[src/hw/rtl/erag_pkg.sv]
// Shared types and constants for the ELF relocation address generator.
// No dependencies; erag_seq and the top level refer to this package by scope.
`default_nettype none

package erag_pkg;

	// Entry kinds on the mode field
	typedef enum logic [1:0] {
		MODE_RELA   = 2'd0,
		MODE_REL    = 2'd1,
		MODE_RELR   = 2'd2,
		MODE_UNUSED = 2'd3
	} erag_mode_t;

	// Command codes on the action field
	typedef enum logic [1:0] {
		ACT_STORE = 2'd0,
		ACT_ADD   = 2'd1,
		ACT_SKIP  = 2'd2,
		ACT_NONE  = 2'd3
	} erag_act_t;

	// Configuration register indexes
	typedef enum logic [1:0] {
		CFG_IMAGE_BASE   = 2'd0,
		CFG_REGION_START = 2'd1,
		CFG_REGION_END   = 2'd2,
		CFG_RSVD         = 2'd3
	} erag_cfg_idx_t;

	// Sequencer states
	typedef enum logic [2:0] {
		ST_IDLE,
		ST_DECODE,
		ST_ADDR,
		ST_VAL,
		ST_SCAN,
		ST_EMIT,
		ST_ADV
	} erag_state_t;

	// Relocation types handled
	localparam logic [31:0] RTYPE_ABS64    = 32'd1;
	localparam logic [31:0] RTYPE_GLOB_DAT = 32'd6;
	localparam logic [31:0] RTYPE_RELATIVE = 32'd8;

	localparam logic [63:0] WORD_BYTES   = 64'd8;
	localparam logic [63:0] RELR_STRIDE  = 64'd504;  // 63 words per bitmap
	localparam logic [5:0]  BIT_LAST_IDX = 6'd63;

	// One result command from the sequencer to the output register
	typedef struct packed {
		logic        fire;
		logic [63:0] addr;
		logic [63:0] val;
		erag_act_t   act;
		logic        last;
	} erag_emit_t;

endpackage

`default_nettype wire

[src/hw/rtl/erag_alu.sv]
// Shared 64-bit adder with region check on operand a.
// Depends on nothing but its ports; used by erag_seq.
`default_nettype none

module erag_alu (
	input  wire logic [63:0] a,
	input  wire logic [63:0] b,
	input  wire logic [63:0] region_start,
	input  wire logic [63:0] region_end,
	output logic      [63:0] sum,
	output logic             in_range
);

	// Single adder; with b = 8 the sum is the word end for the bound check
	assign sum      = a + b;
	assign in_range = (a >= region_start) && (sum <= region_end);

endmodule

`default_nettype wire

[src/hw/rtl/erag_seq.sv]
// Sequencer and item registers: decodes one entry and walks RELR bitmaps
// bit by bit through the shared adder. Uses erag_pkg and erag_alu.
`default_nettype none

module erag_seq (
	input  wire logic                clk,
	input  wire logic                arst_n,
	input  wire logic                in_valid,
	output logic                     in_stall,
	input  wire logic [1:0]          mode,
	input  wire logic [63:0]         target_offset,
	input  wire logic [31:0]         reloc_type,
	input  wire logic signed [63:0]  addend,
	input  wire logic                table_start,
	input  wire logic [63:0]         image_base,
	input  wire logic [63:0]         region_start,
	input  wire logic [63:0]         region_end,
	input  wire logic                out_free,
	output erag_pkg::erag_emit_t     emit
);

	erag_pkg::erag_state_t state_q, state_d;

	logic [1:0]  mode_q;
	logic [63:0] word_q;
	logic [63:0] addend_q;
	logic        type_ok_q;
	logic [63:0] bitmap_q;
	logic [5:0]  bit_q;
	logic [63:0] relr_base_q;
	logic [63:0] addr_q;
	logic [63:0] val_q;
	logic        last_q;

	logic [63:0] alu_a, alu_b, alu_sum;
	logic        alu_in_range;
	logic        accept;
	logic        is_bitmap;
	logic [63:0] bitmap_rest;

	assign accept      = in_valid && !in_stall;
	assign is_bitmap   = (mode_q == erag_pkg::MODE_RELR) && word_q[0];
	assign bitmap_rest = bitmap_q & ~(64'd1 << bit_q);

	erag_alu u_alu (
		.a            (alu_a),
		.b            (alu_b),
		.region_start (region_start),
		.region_end   (region_end),
		.sum          (alu_sum),
		.in_range     (alu_in_range)
	);

	// Next state
	always_comb begin
		state_d = state_q;
		unique case (state_q)
			erag_pkg::ST_IDLE: begin
				if (accept) state_d = erag_pkg::ST_DECODE;
			end
			erag_pkg::ST_DECODE: begin
				if ((mode_q == erag_pkg::MODE_RELA || mode_q == erag_pkg::MODE_REL)
				    && type_ok_q)
					state_d = erag_pkg::ST_ADDR;
				else if (mode_q == erag_pkg::MODE_RELR)
					state_d = word_q[0] ? erag_pkg::ST_SCAN : erag_pkg::ST_ADDR;
				else
					state_d = erag_pkg::ST_IDLE;
			end
			erag_pkg::ST_ADDR: begin
				state_d = (mode_q == erag_pkg::MODE_RELA) ? erag_pkg::ST_VAL
				                                          : erag_pkg::ST_EMIT;
			end
			erag_pkg::ST_VAL: state_d = erag_pkg::ST_EMIT;
			erag_pkg::ST_SCAN: begin
				if (bitmap_q[bit_q])          state_d = erag_pkg::ST_EMIT;
				else if (bit_q == erag_pkg::BIT_LAST_IDX) state_d = erag_pkg::ST_ADV;
			end
			erag_pkg::ST_EMIT: begin
				if (out_free) begin
					if (!is_bitmap)                          state_d = erag_pkg::ST_IDLE;
					else if (bit_q == erag_pkg::BIT_LAST_IDX) state_d = erag_pkg::ST_ADV;
					else                                     state_d = erag_pkg::ST_SCAN;
				end
			end
			erag_pkg::ST_ADV: state_d = erag_pkg::ST_IDLE;
			default: state_d = erag_pkg::ST_IDLE;
		endcase
	end

	// Outputs and adder operand select
	always_comb begin
		in_stall  = 1'b1;
		alu_a     = addr_q;
		alu_b     = erag_pkg::WORD_BYTES;
		emit.fire = 1'b0;
		emit.addr = addr_q;
		emit.val  = val_q;
		emit.last = last_q;
		emit.act  = erag_pkg::ACT_ADD;
		unique case (state_q)
			erag_pkg::ST_IDLE: in_stall = 1'b0;
			erag_pkg::ST_ADDR: begin
				alu_a = image_base;
				alu_b = word_q;
			end
			erag_pkg::ST_VAL: begin
				alu_a = image_base;
				alu_b = addend_q;
			end
			erag_pkg::ST_SCAN: begin
				alu_a = relr_base_q;
				alu_b = {55'd0, bit_q, 3'b000};
			end
			erag_pkg::ST_EMIT: begin
				emit.fire = out_free;
				if (!alu_in_range)                   emit.act = erag_pkg::ACT_SKIP;
				else if (mode_q == erag_pkg::MODE_RELA) emit.act = erag_pkg::ACT_STORE;
			end
			erag_pkg::ST_ADV: begin
				alu_a = relr_base_q;
				alu_b = erag_pkg::RELR_STRIDE;
			end
			default: ;
		endcase
	end

	// Control registers
	always_ff @(posedge clk or negedge arst_n) begin
		if (!arst_n) begin
			state_q     <= erag_pkg::ST_IDLE;
			bit_q       <= 6'd1;
			relr_base_q <= '0;
		end else begin
			state_q <= state_d;
			unique case (state_q)
				erag_pkg::ST_IDLE: begin
					bit_q <= 6'd1;
					if (accept && table_start) relr_base_q <= '0;
				end
				erag_pkg::ST_ADDR: begin
					if (mode_q == erag_pkg::MODE_RELR) relr_base_q <= alu_sum;
				end
				erag_pkg::ST_SCAN: begin
					if (!bitmap_q[bit_q] && bit_q != erag_pkg::BIT_LAST_IDX)
						bit_q <= bit_q + 6'd1;
				end
				erag_pkg::ST_EMIT: begin
					if (out_free && is_bitmap && bit_q != erag_pkg::BIT_LAST_IDX)
						bit_q <= bit_q + 6'd1;
				end
				erag_pkg::ST_ADV: relr_base_q <= alu_sum;
				default: ;
			endcase
		end
	end

	// Item and command payload registers
	always_ff @(posedge clk) begin
		unique case (state_q)
			erag_pkg::ST_IDLE: begin
				if (accept) begin
					mode_q    <= mode;
					word_q    <= target_offset;
					addend_q  <= addend;
					type_ok_q <= (reloc_type == erag_pkg::RTYPE_RELATIVE) ||
					             (reloc_type == erag_pkg::RTYPE_ABS64) ||
					             (reloc_type == erag_pkg::RTYPE_GLOB_DAT);
					bitmap_q  <= {target_offset[63:1], 1'b0};
				end
			end
			erag_pkg::ST_DECODE: begin
				val_q  <= image_base;
				last_q <= 1'b1;
			end
			erag_pkg::ST_ADDR: addr_q <= alu_sum;
			erag_pkg::ST_VAL:  val_q  <= alu_sum;
			erag_pkg::ST_SCAN: begin
				if (bitmap_q[bit_q]) begin
					addr_q   <= alu_sum;
					bitmap_q <= bitmap_rest;
					last_q   <= (bitmap_rest == '0);
				end
			end
			default: ;
		endcase
	end

`ifndef NO_ASSERTIONS
	a_accept_decode: assert property (@(posedge clk) disable iff (!arst_n)
		accept |=> state_q == erag_pkg::ST_DECODE)
		else $error("accepted entry not decoded next cycle");

	a_bitmap_drained: assert property (@(posedge clk) disable iff (!arst_n)
		state_q == erag_pkg::ST_ADV |-> bitmap_q == '0)
		else $error("base advanced with bitmap bits left");

	// After the last command only empty bitmap bits may still be scanned
	a_last_ends_item: assert property (@(posedge clk) disable iff (!arst_n)
		(emit.fire && emit.last) |=>
			(state_q == erag_pkg::ST_IDLE || state_q == erag_pkg::ST_ADV ||
			 (state_q == erag_pkg::ST_SCAN && bitmap_q == '0)))
		else $error("command after last of entry");

	a_bitmap_bit_nonzero: assert property (@(posedge clk) disable iff (!arst_n)
		(state_q == erag_pkg::ST_EMIT && is_bitmap) |-> bit_q != 6'd0)
		else $error("bitmap emitted for bit zero");
`endif

endmodule

`default_nettype wire

[src/hw/rtl/elf_relocation_address_generator_top.sv]
// Top level: configuration registers, sequencer and output command register.
// Depends on erag_pkg, erag_alu and erag_seq.
//
// Usage:
//  - cfg channel (cfg_valid/cfg_ready, cfg_index, cfg_data) writes image_base (0),
//    region_start (1) and region_end (2); cfg_ready is always high. Write only
//    while no entry is in flight.
//  - Input channel (in_valid/in_stall) takes one relocation entry per transfer.
//    in_stall stays high while an entry is being worked on.
//  - Output channel (out_valid/out_stall) gives store/add/skip commands, last
//    set on the final command of an entry. Entries producing nothing give no
//    transfer.
//  - Each entry runs through the sequencer steps in order on the one shared adder:
//    RELA decode, address, value, emit; REL and RELR address word decode, address,
//    emit; RELR bitmap decode, a scan of bits 1 to 63 with an emit per set bit,
//    then a base advance; unsupported types and unused mode decode only. Each emit
//    loads the output command register; output stalls hold the emit step.
//  - When the receiver stalls, the command holds in the output register and
//    the sequencer waits in its emit step.
//  - Reset clears the configuration registers, the kept RELR base and all valid flags.
`default_nettype none

module elf_relocation_address_generator_top (
	input  wire logic               clk,
	input  wire logic               arst_n,
	input  wire logic               cfg_valid,
	output logic                    cfg_ready,
	input  wire logic [1:0]         cfg_index,
	input  wire logic [63:0]        cfg_data,
	input  wire logic               in_valid,
	output logic                    in_stall,
	input  wire logic [1:0]         mode,
	input  wire logic [63:0]        target_offset,
	input  wire logic [31:0]        reloc_type,
	input  wire logic signed [63:0] addend,
	input  wire logic               table_start,
	output logic                    out_valid,
	input  wire logic               out_stall,
	output logic [63:0]             target_address,
	output logic [63:0]             update_value,
	output logic [1:0]              action,
	output logic                    last
);

	logic [63:0] image_base_q, region_start_q, region_end_q;
	logic        out_valid_q;
	logic        out_free;
	erag_pkg::erag_emit_t emit;

	assign cfg_ready = 1'b1;
	assign out_free  = !out_valid_q || !out_stall;
	assign out_valid = out_valid_q;

	// Configuration registers
	always_ff @(posedge clk or negedge arst_n) begin
		if (!arst_n) begin
			image_base_q   <= '0;
			region_start_q <= '0;
			region_end_q   <= '0;
		end else if (cfg_valid && cfg_ready) begin
			unique case (erag_pkg::erag_cfg_idx_t'(cfg_index))
				erag_pkg::CFG_IMAGE_BASE:   image_base_q   <= cfg_data;
				erag_pkg::CFG_REGION_START: region_start_q <= cfg_data;
				erag_pkg::CFG_REGION_END:   region_end_q   <= cfg_data;
				default: ;
			endcase
		end
	end

	erag_seq u_seq (
		.clk           (clk),
		.arst_n        (arst_n),
		.in_valid      (in_valid),
		.in_stall      (in_stall),
		.mode          (mode),
		.target_offset (target_offset),
		.reloc_type    (reloc_type),
		.addend        (addend),
		.table_start   (table_start),
		.image_base    (image_base_q),
		.region_start  (region_start_q),
		.region_end    (region_end_q),
		.out_free      (out_free),
		.emit          (emit)
	);

	// Output command register
	always_ff @(posedge clk or negedge arst_n) begin
		if (!arst_n) begin
			out_valid_q <= 1'b0;
		end else if (emit.fire) begin
			out_valid_q <= 1'b1;
		end else if (!out_stall) begin
			out_valid_q <= 1'b0;
		end
	end

	always_ff @(posedge clk) begin
		if (emit.fire) begin
			target_address <= emit.addr;
			update_value   <= emit.val;
			action         <= emit.act;
			last           <= emit.last;
		end
	end

endmodule

`default_nettype wire

[config.mk]
export PLATFORM = sky130hd
export DESIGN_NAME = elf_relocation_address_generator_top
export DESIGN_NICKNAME = d
export VERILOG_FILES = /design/src/hw/rtl/erag_pkg.sv /design/src/hw/rtl/erag_alu.sv /design/src/hw/rtl/erag_seq.sv /design/src/hw/rtl/elf_relocation_address_generator_top.sv
export SDC_FILE = /design/constraint.sdc
export NUM_CORES = 1
export LEC_CHECK = 0
export BUFFER_PORTS_ARGS = -buffer_cell sky130_fd_sc_hd__buf_2
export CAP_MARGIN = 20
export CELL_PAD_IN_SITES_DETAIL_PLACEMENT = 0
export CELL_PAD_IN_SITES_GLOBAL_PLACEMENT = 1
export CORE_AREA = 2 2 348 350
export CTS_BUF_LIST = sky130_fd_sc_hd__clkbuf_16
export DETAILED_ROUTE_END_ITERATION = 6
export DIE_AREA = 0 0 350 352
export GPL_TIMING_DRIVEN = 0
export HOLD_SLACK_MARGIN = 0.06
export PLACE_DENSITY = 0.68
export SLEW_MARGIN = 15
export SYNTH_ARGS = -nofsm -noshare
export SYNTH_HDL_FRONTEND = slang
export SYNTH_SLANG_ARGS = --single-unit
[constraint.sdc]
create_clock -name clk -period 7.89 [get_ports clk]
set_clock_uncertainty 0.2 [all_clocks]
set_input_delay 0.3945 -clock clk [delete_from_list [all_inputs] [get_ports clk]]
set_output_delay 0.3945 -clock clk [all_outputs]
set_load 0.05 [all_outputs]
==> results.tsv, run 1 <==
metric	value	unit
asr flop ratio synth	36.89	%
WP data arrival	7690	ps
Setup CP Type	reg -> reg	
CP startpoint kind	flop	
R2R depth	27	
synth top area cells	edfxtp_1, dfrtp_1, ha_1	
H-tree depth	3	
DRC	0	
Setup TNS	0	ps
Post-synth top cells	edfxtp_1, nand2_1, dfrtp_1, o21ai_0, mux2_2	
worst r2r src	u_seq.state_q[1]$_DFFE_PN0P_	
Final setup viols	0	
top-area cell type share of the netlist area	38.29	%
Buffers on Ports	366	
Final Max Tran Viols	0	
DRT Pass-1 Iters	6	
drt via density	5.069	
vias in the first global route	27100	
Hold Vio Cnt, Final	0	
gr usage total	20.40	%
share of layout cells above drive strength 1	21.32	%
TritonCTS clock tree	built	
CTS buffer count	81	
Layout area overhead	25.49	%
mapped cell area	35680	µm²
Final Util	37.52	%
worst setup margin	357.4	ps
sequential area share after synthesis	56.95	%
top-count cell post-synth	edfxtp_1	
Slew HR	27.53	%
Ys Warns	0	
Hold Crit Class	in -> async	
Slew @ Worst Pin	1087	ps
worst-path fanout max	10	
Max IR drop VDD	0.1708	mV
first-pass GRT wire length	184.3	mm
GPL Wtd Cong	0.9279	
placed cells	5005	
via count	27210	
Ports	368	
Non-Filler Instances	5369	
max-cap viol count	0	
Post-Syn Instances	3009	
Yosys reg bits	721	
highest clock rate	132.8	MHz
Synth cell types	76	
pre-CTS setup slack	-1291	ps
clock-pin slew on the worst setup and hold paths	60	ps
grt ovf	0	
Period Utilization, post-route	95.47	%
drt wl/cell	23.89	µm
Most used DFF post-synth	edfxtp_1	
row count	127	
outcome	finished, final reports clean	
CTS Root Buffer Type	clkbuf_16	
Vert. Die Dim	352	µm
number of synthesized flops with an enable pin	455	
Final ANT Viol Nets	0	
Worst R2R End	action[0]$_SDFFCE_PN1P_	
Pwr Density	363.7	nW/µm²
DPL Wire Length	98.56	mm
Syn Area/Cell	11.86	µm²
CTS max path bufs	3	
Worst Path Required	8050	ps
final WL	128.3	mm
Worst-Skew Late Latency	630	ps
cell type with the largest total area after synthesis	edfxtp_1	
final net count	4111	
crit path capture type	flop	
die area	123200	µm²
Final Critical Period	7533	ps
initial antenna violation count	16	
reg-to-reg slack, setup	360	ps
chip width	350	µm
Lkg Pwr	0.01904	µW
largest net degree at the start of global routing	99	
CTS sink cnt	721	
Syn Nets	3441	
DR iter-0 viols	2317	
starting density of the core	29.90	%
core area	119300	µm²
==> stage by stage <==
| step | area (µm²) | power [µW] | hold slack (ps) |
|---|---|---|---|
| floorplan | 35690 | 10010 | -101.1 |
| global placement | 39540 | 12400 | 204.1 |
| detailed placement | 40000 | 12450 | 204.5 |
| CTS | 44680 | 16330 | 213.9 |
| global route | 44770 | 17200 | 215.8 |
| finish | 44780 | 16290 | 175.1 |
==> cell families after synthesis <==
| logic type | Yosys count | synth area share (%) |
|---|---|---|
| and+or+nand+nor | 727 | 9.275 |
| adders and majority gates | 198 | 6.964 |
| muxes | 244 | 8.254 |
| AOI/OAI and AO/OA | 742 | 13.78 |
| DFF | 721 | 56.95 |
| xor gates and xnor gates | 55 | 1.350 |
| buffers and inverters | 321 | 3.419 |
| other | 1 | 0.01051 |
==> registers in the layout, summed over array words and instances (netlist names), 2 cells and up <==
signal,flops
u_seq.bit_q,6
u_seq.val_q,64
u_seq.bitmap_q,64
u_seq.word_q,64
u_seq.addr_q,64
image_base_q,64
u_seq.relr_base_q,64
target_address,64
update_value,64
u_seq.mode_q,2
u_seq.state_q,3
region_start_q,64
action,2
u_seq.addend_q,64
region_end_q,64
==> power by group <==
group | switching [µW] | internal [µW] | total [µW]
Combinational | 4460 | 2230 | 6690
Sequential | 514 | 5360 | 5880
Clock | 1600 | 2120 | 3720
==> worst max-delay path by stage <==
stage                                            start                      end  slack, ps
after floorplan           u_seq.state_q[1]$_DFFE_PN0P_  action[1]$_SDFFCE_PN0P_       2120
after global placement    u_seq.state_q[1]$_DFFE_PN0P_  action[0]$_SDFFCE_PN1P_      -1700
after detailed placement  u_seq.state_q[1]$_DFFE_PN0P_  action[0]$_SDFFCE_PN1P_      -1290
after CTS                 u_seq.state_q[1]$_DFFE_PN0P_  action[0]$_SDFFCE_PN1P_         10
after global routing      u_seq.state_q[0]$_DFFE_PN0P_  action[0]$_SDFFCE_PN1P_         -4
final                     u_seq.state_q[1]$_DFFE_PN0P_  action[0]$_SDFFCE_PN1P_        360
==> cell usage in the layout, fill, tap and decap left out, types with 12 or more instances in the layout <==
master         netlist  layout
ha_1               197     197
xor2_1              22      21
clkbuf_16            0      83
a31oi_1             18      18
nand4_1             52      52
xnor2_1             33      31
dfrtp_1            265     265
dlygate4sd3_1        0     202
a22oi_1             64      64
nand2_1            390     389
a221o_1             13      13
inv_1              172     184
nand3_1             31      31
clkbuf_1           132     110
a21o_1              92      92
o21ai_0            221     219
buf_2                3     371
nand2b_1            15      14
or3_1               12      12
nor2b_1             18      18
clkinv_1             1      22
edfxtp_1           455     455
mux4_2              19      19
and2_1              18      17
nor2_1              84      82
a22o_1             108     108
nor3_1              49      48
clkbuf_2             0      17
mux2i_1             13      13
a21oi_1            125     123
mux2_2             212     212
nor4_1              19      16
==> critical path, cell delays in order (launching register included) <==
cell      delay [ps]
dfrtp_1          440
nor2b_1          150
clkbuf_2         210
and2_1           140
clkbuf_1         280
clkbuf_8         320
clkbuf_2         270
a22o_1           220
ha_1             200
inv_1             60
fa_1             470
nand2b_1         220
a21o_1           200
a211oi_1         330
o21ai_1          240
a21oi_1          320
o21ai_0          250
a21oi_1          330
o21ai_0          210
and2_1           230
ha_1             290
nand4_1          320
nor4_4           360
buf_4            190
a221o_1          260
inv_1             70
a21oi_1          320
a211oi_1         120
==> per-layer routing <==
layer  up-vias  global-route usage, %  wire length, µm
li1      12540                      -                -
met1     13550                  28.13            57770
met2       944                  32.75            59300
met3       172                  3.243             7480
met4         6                  6.371             3672
met5         -                      0               40
==> repair_timing <==
action,in CTS,in global routing
hold buffers,202,0
gates resized for setup,22,21
setup endpoints to repair,2,2
buffers inserted,0,3
endpoints found under the hold margin,476,0
pin swaps,0,1
==> final cells by class <==
class / instances / area, µm²
inverters: 173 / 654.4
multi-input cells: 1967 / 14270
repair buffers: 589 / 4282
clock inverters: 68 / 524.3
fillers: 11700 / 74560
well taps: 1612 / 2017
plain buffers: 146 / 605.6
diodes: 10 / 25.02
flip-flops and latches: 721 / 20320
clock buffers: 83 / 2077
Power figures use the tool's default switching activity.
==> run 2, diff against run 1 <==
--- a/config.mk
+++ b/config.mk
@@ -9,10 +9,10 @@
 export CAP_MARGIN = 20
 export CELL_PAD_IN_SITES_DETAIL_PLACEMENT = 0
 export CELL_PAD_IN_SITES_GLOBAL_PLACEMENT = 1
-export CORE_AREA = 2 2 348 350
+export CORE_AREA = 2 2 389 314
 export CTS_BUF_LIST = sky130_fd_sc_hd__clkbuf_16
 export DETAILED_ROUTE_END_ITERATION = 6
-export DIE_AREA = 0 0 350 352
+export DIE_AREA = 0 0 391 316
 export GPL_TIMING_DRIVEN = 0
 export HOLD_SLACK_MARGIN = 0.06
 export PLACE_DENSITY = 0.68
==> results.tsv, run 2 (synthesized netlist as in run 1, its figures left out) <==
metric	value	unit
Layout area overhead	26.21	%
CTS Root Buffer Type	clkbuf_16	
Final setup viols	0	
final net count	4115	
Vert. Die Dim	316	µm
number of fill cells	11810	
DPL Wire Length	100.8	mm
area of the multi-input gates	14290	µm²
most frequent cells in the layout	edfxtp_1, nand2_1, buf_2	
Crit path largest cell delay	540	ps
DRT Pass-1 Iters	6	
R2R depth	27	
Top cell by count, worst path	nor2_1	
Final Critical Period	7646	ps
Lkg Pwr	0.01917	µW
Worst path top cell family by delay	compound AO/OA/AOI/OAI gates	
DRC	0	
TritonCTS clock tree	built	
share of layout cells above drive strength 1	21.73	%
most common cell after layout, fill and taps aside	edfxtp_1	
Setup CP Type	reg -> reg	
Period Utilization, post-route	96.90	%
core area	119800	µm²
vias in the first global route	26570	
Hold Crit Class	in -> async	
reg-to-reg slack, setup	240	ps
drt via density	5.147	
row count	114	
first-pass GRT wire length	188.5	mm
CP startpoint kind	flop	
initial antenna violation count	6	
chip width	391	µm
WP buf/inv	5	
grt ovf	0	
CTS max path bufs	3	
CP startpoint	u_seq.state_q[1]$_DFFE_PN0P_	
worst-path fanout max	10	
Worst R2R End	action[0]$_SDFFCE_PN1P_	
WP data arrival	7890	ps
Pwr Density	372.4	nW/µm²
die area	123600	µm²
Slew HR	22.78	%
drt wl/cell	24.90	µm
crit path max-delay cell type	o41ai_2	
DR iter-0 viols	2344	
Final Util	37.59	%
final WL	132.5	mm
crit path capture type	flop	
max-cap viol count	0	
Slew @ Worst Pin	1158	ps
FF+latch area	20320	µm²
highest clock rate	130.8	MHz
Hold Vio Cnt, Final	0	
H-tree depth	3	
Buffers on Ports	366	
gr usage total	21.18	%
CTS sink cnt	721	
starting density of the core	29.78	%
CTS buffer count	82	
Max IR drop VDD	0.1998	mV
Worst Path Required	8130	ps
Worst-Skew Late Latency	720	ps
Final Max Tran Viols	0	
GPL Wtd Cong	0.9263	
clock-pin slew on the worst setup and hold paths	60	ps
Ports	368	
worst r2r src	u_seq.state_q[1]$_DFFE_PN0P_	
largest net degree at the start of global routing	89	
outcome	finished, final reports clean	
Hold WS	76.03	ps
Final ANT Viol Nets	0	
via count	27390	
-- run 2: cell types whose count changed in the layout (fill, tap and decap cells not counted), sizes merged --
cell and change:
inv -9, diode -5, clkbuf +3, bufinv +6, buf +1, clkinv -1
dlygate4sd3 +1, clkdlybuf4s15 +1, clkinvlp +2
-- run 2: routing by layer --
metal,wire [µm],GRT usage [%],vias to the layer above
li1,-,-,12570
met3,9597,4.487,159
met5,28,0,-
met4,3079,5.607,4
met1,63450,31.55,13660
met2,56330,30.99,999
-- run 2: worst max path at each step --
stage / end / slack (ps) / cells after the start
finish: action[0]$_SDFFCE_PN1P_ / 240 / 27
detailed placement: action[0]$_SDFFCE_PN1P_ / -1090 / 24
global placement: action[0]$_SDFFCE_PN1P_ / -1260 / 24
CTS: action[0]$_SDFFCE_PN1P_ / 30 / 26
global route: action[0]$_SDFFCE_PN1P_ / -2 / 26
floorplan: action[1]$_SDFFCE_PN0P_ / 2120 / 26
-- run 2: layout make-up --
| class | count | area share, % |
|---|---|---|
| diodes | 5 | 0.02778 |
| plain buffers | 147 | 1.350 |
| clock buffers | 86 | 4.779 |
| clock inverters | 66 | 1.570 |
| inverters | 173 | 1.459 |
| multi-input cells | 1967 | 31.72 |
| flip-flops and latches | 721 | 45.12 |
| well taps | 1566 | 4.351 |
| repair buffers | 591 | 9.618 |
-- run 2: worst min-delay path, cell delays in order --
cell and delay (ps):
dlygate4sd3_1 570, buf_8 120, buf_16 310
-- run 2: power by group --
group | switching (µW) | internal (µW) | leakage, µW
Sequential | 528 | 5360 | 0.00751
Combinational | 4550 | 2240 | 0.0102
Clock | 1700 | 2390 | 0.00142
Total | 6780 | 9990 | 0.0192
-- run 2: metrics by stage --
step | setup TNS, ps | total power [µW] | instance area, µm² | cells | worst slack, ps
3_5_place_dp | -2053 | 12530 | 39990 | 4962 | -1094
3_3_place_gp | -51820 | 12460 | 39480 | 4941 | -1263
2_1_floorplan | 0 | 10010 | 35690 | 3009 | 2124
5_1_grt | -2.325 | 17710 | 45030 | 5318 | -2.325
6_report | 0 | 16770 | 45040 | 5322 | 244.3
4_1_cts | 0 | 16800 | 44960 | 5316 | 28.70
-- run 2: what timing repair did --
item / 4_1_cts / 5_1_grt
hold buffers: 203 / 0
endpoints found under the hold margin: 498 / 0
buffers inserted: 0 / 1
resized for setup: 29 / 22
endpoints found under the setup margin: 2 / 2
pin swaps: 0 / 2
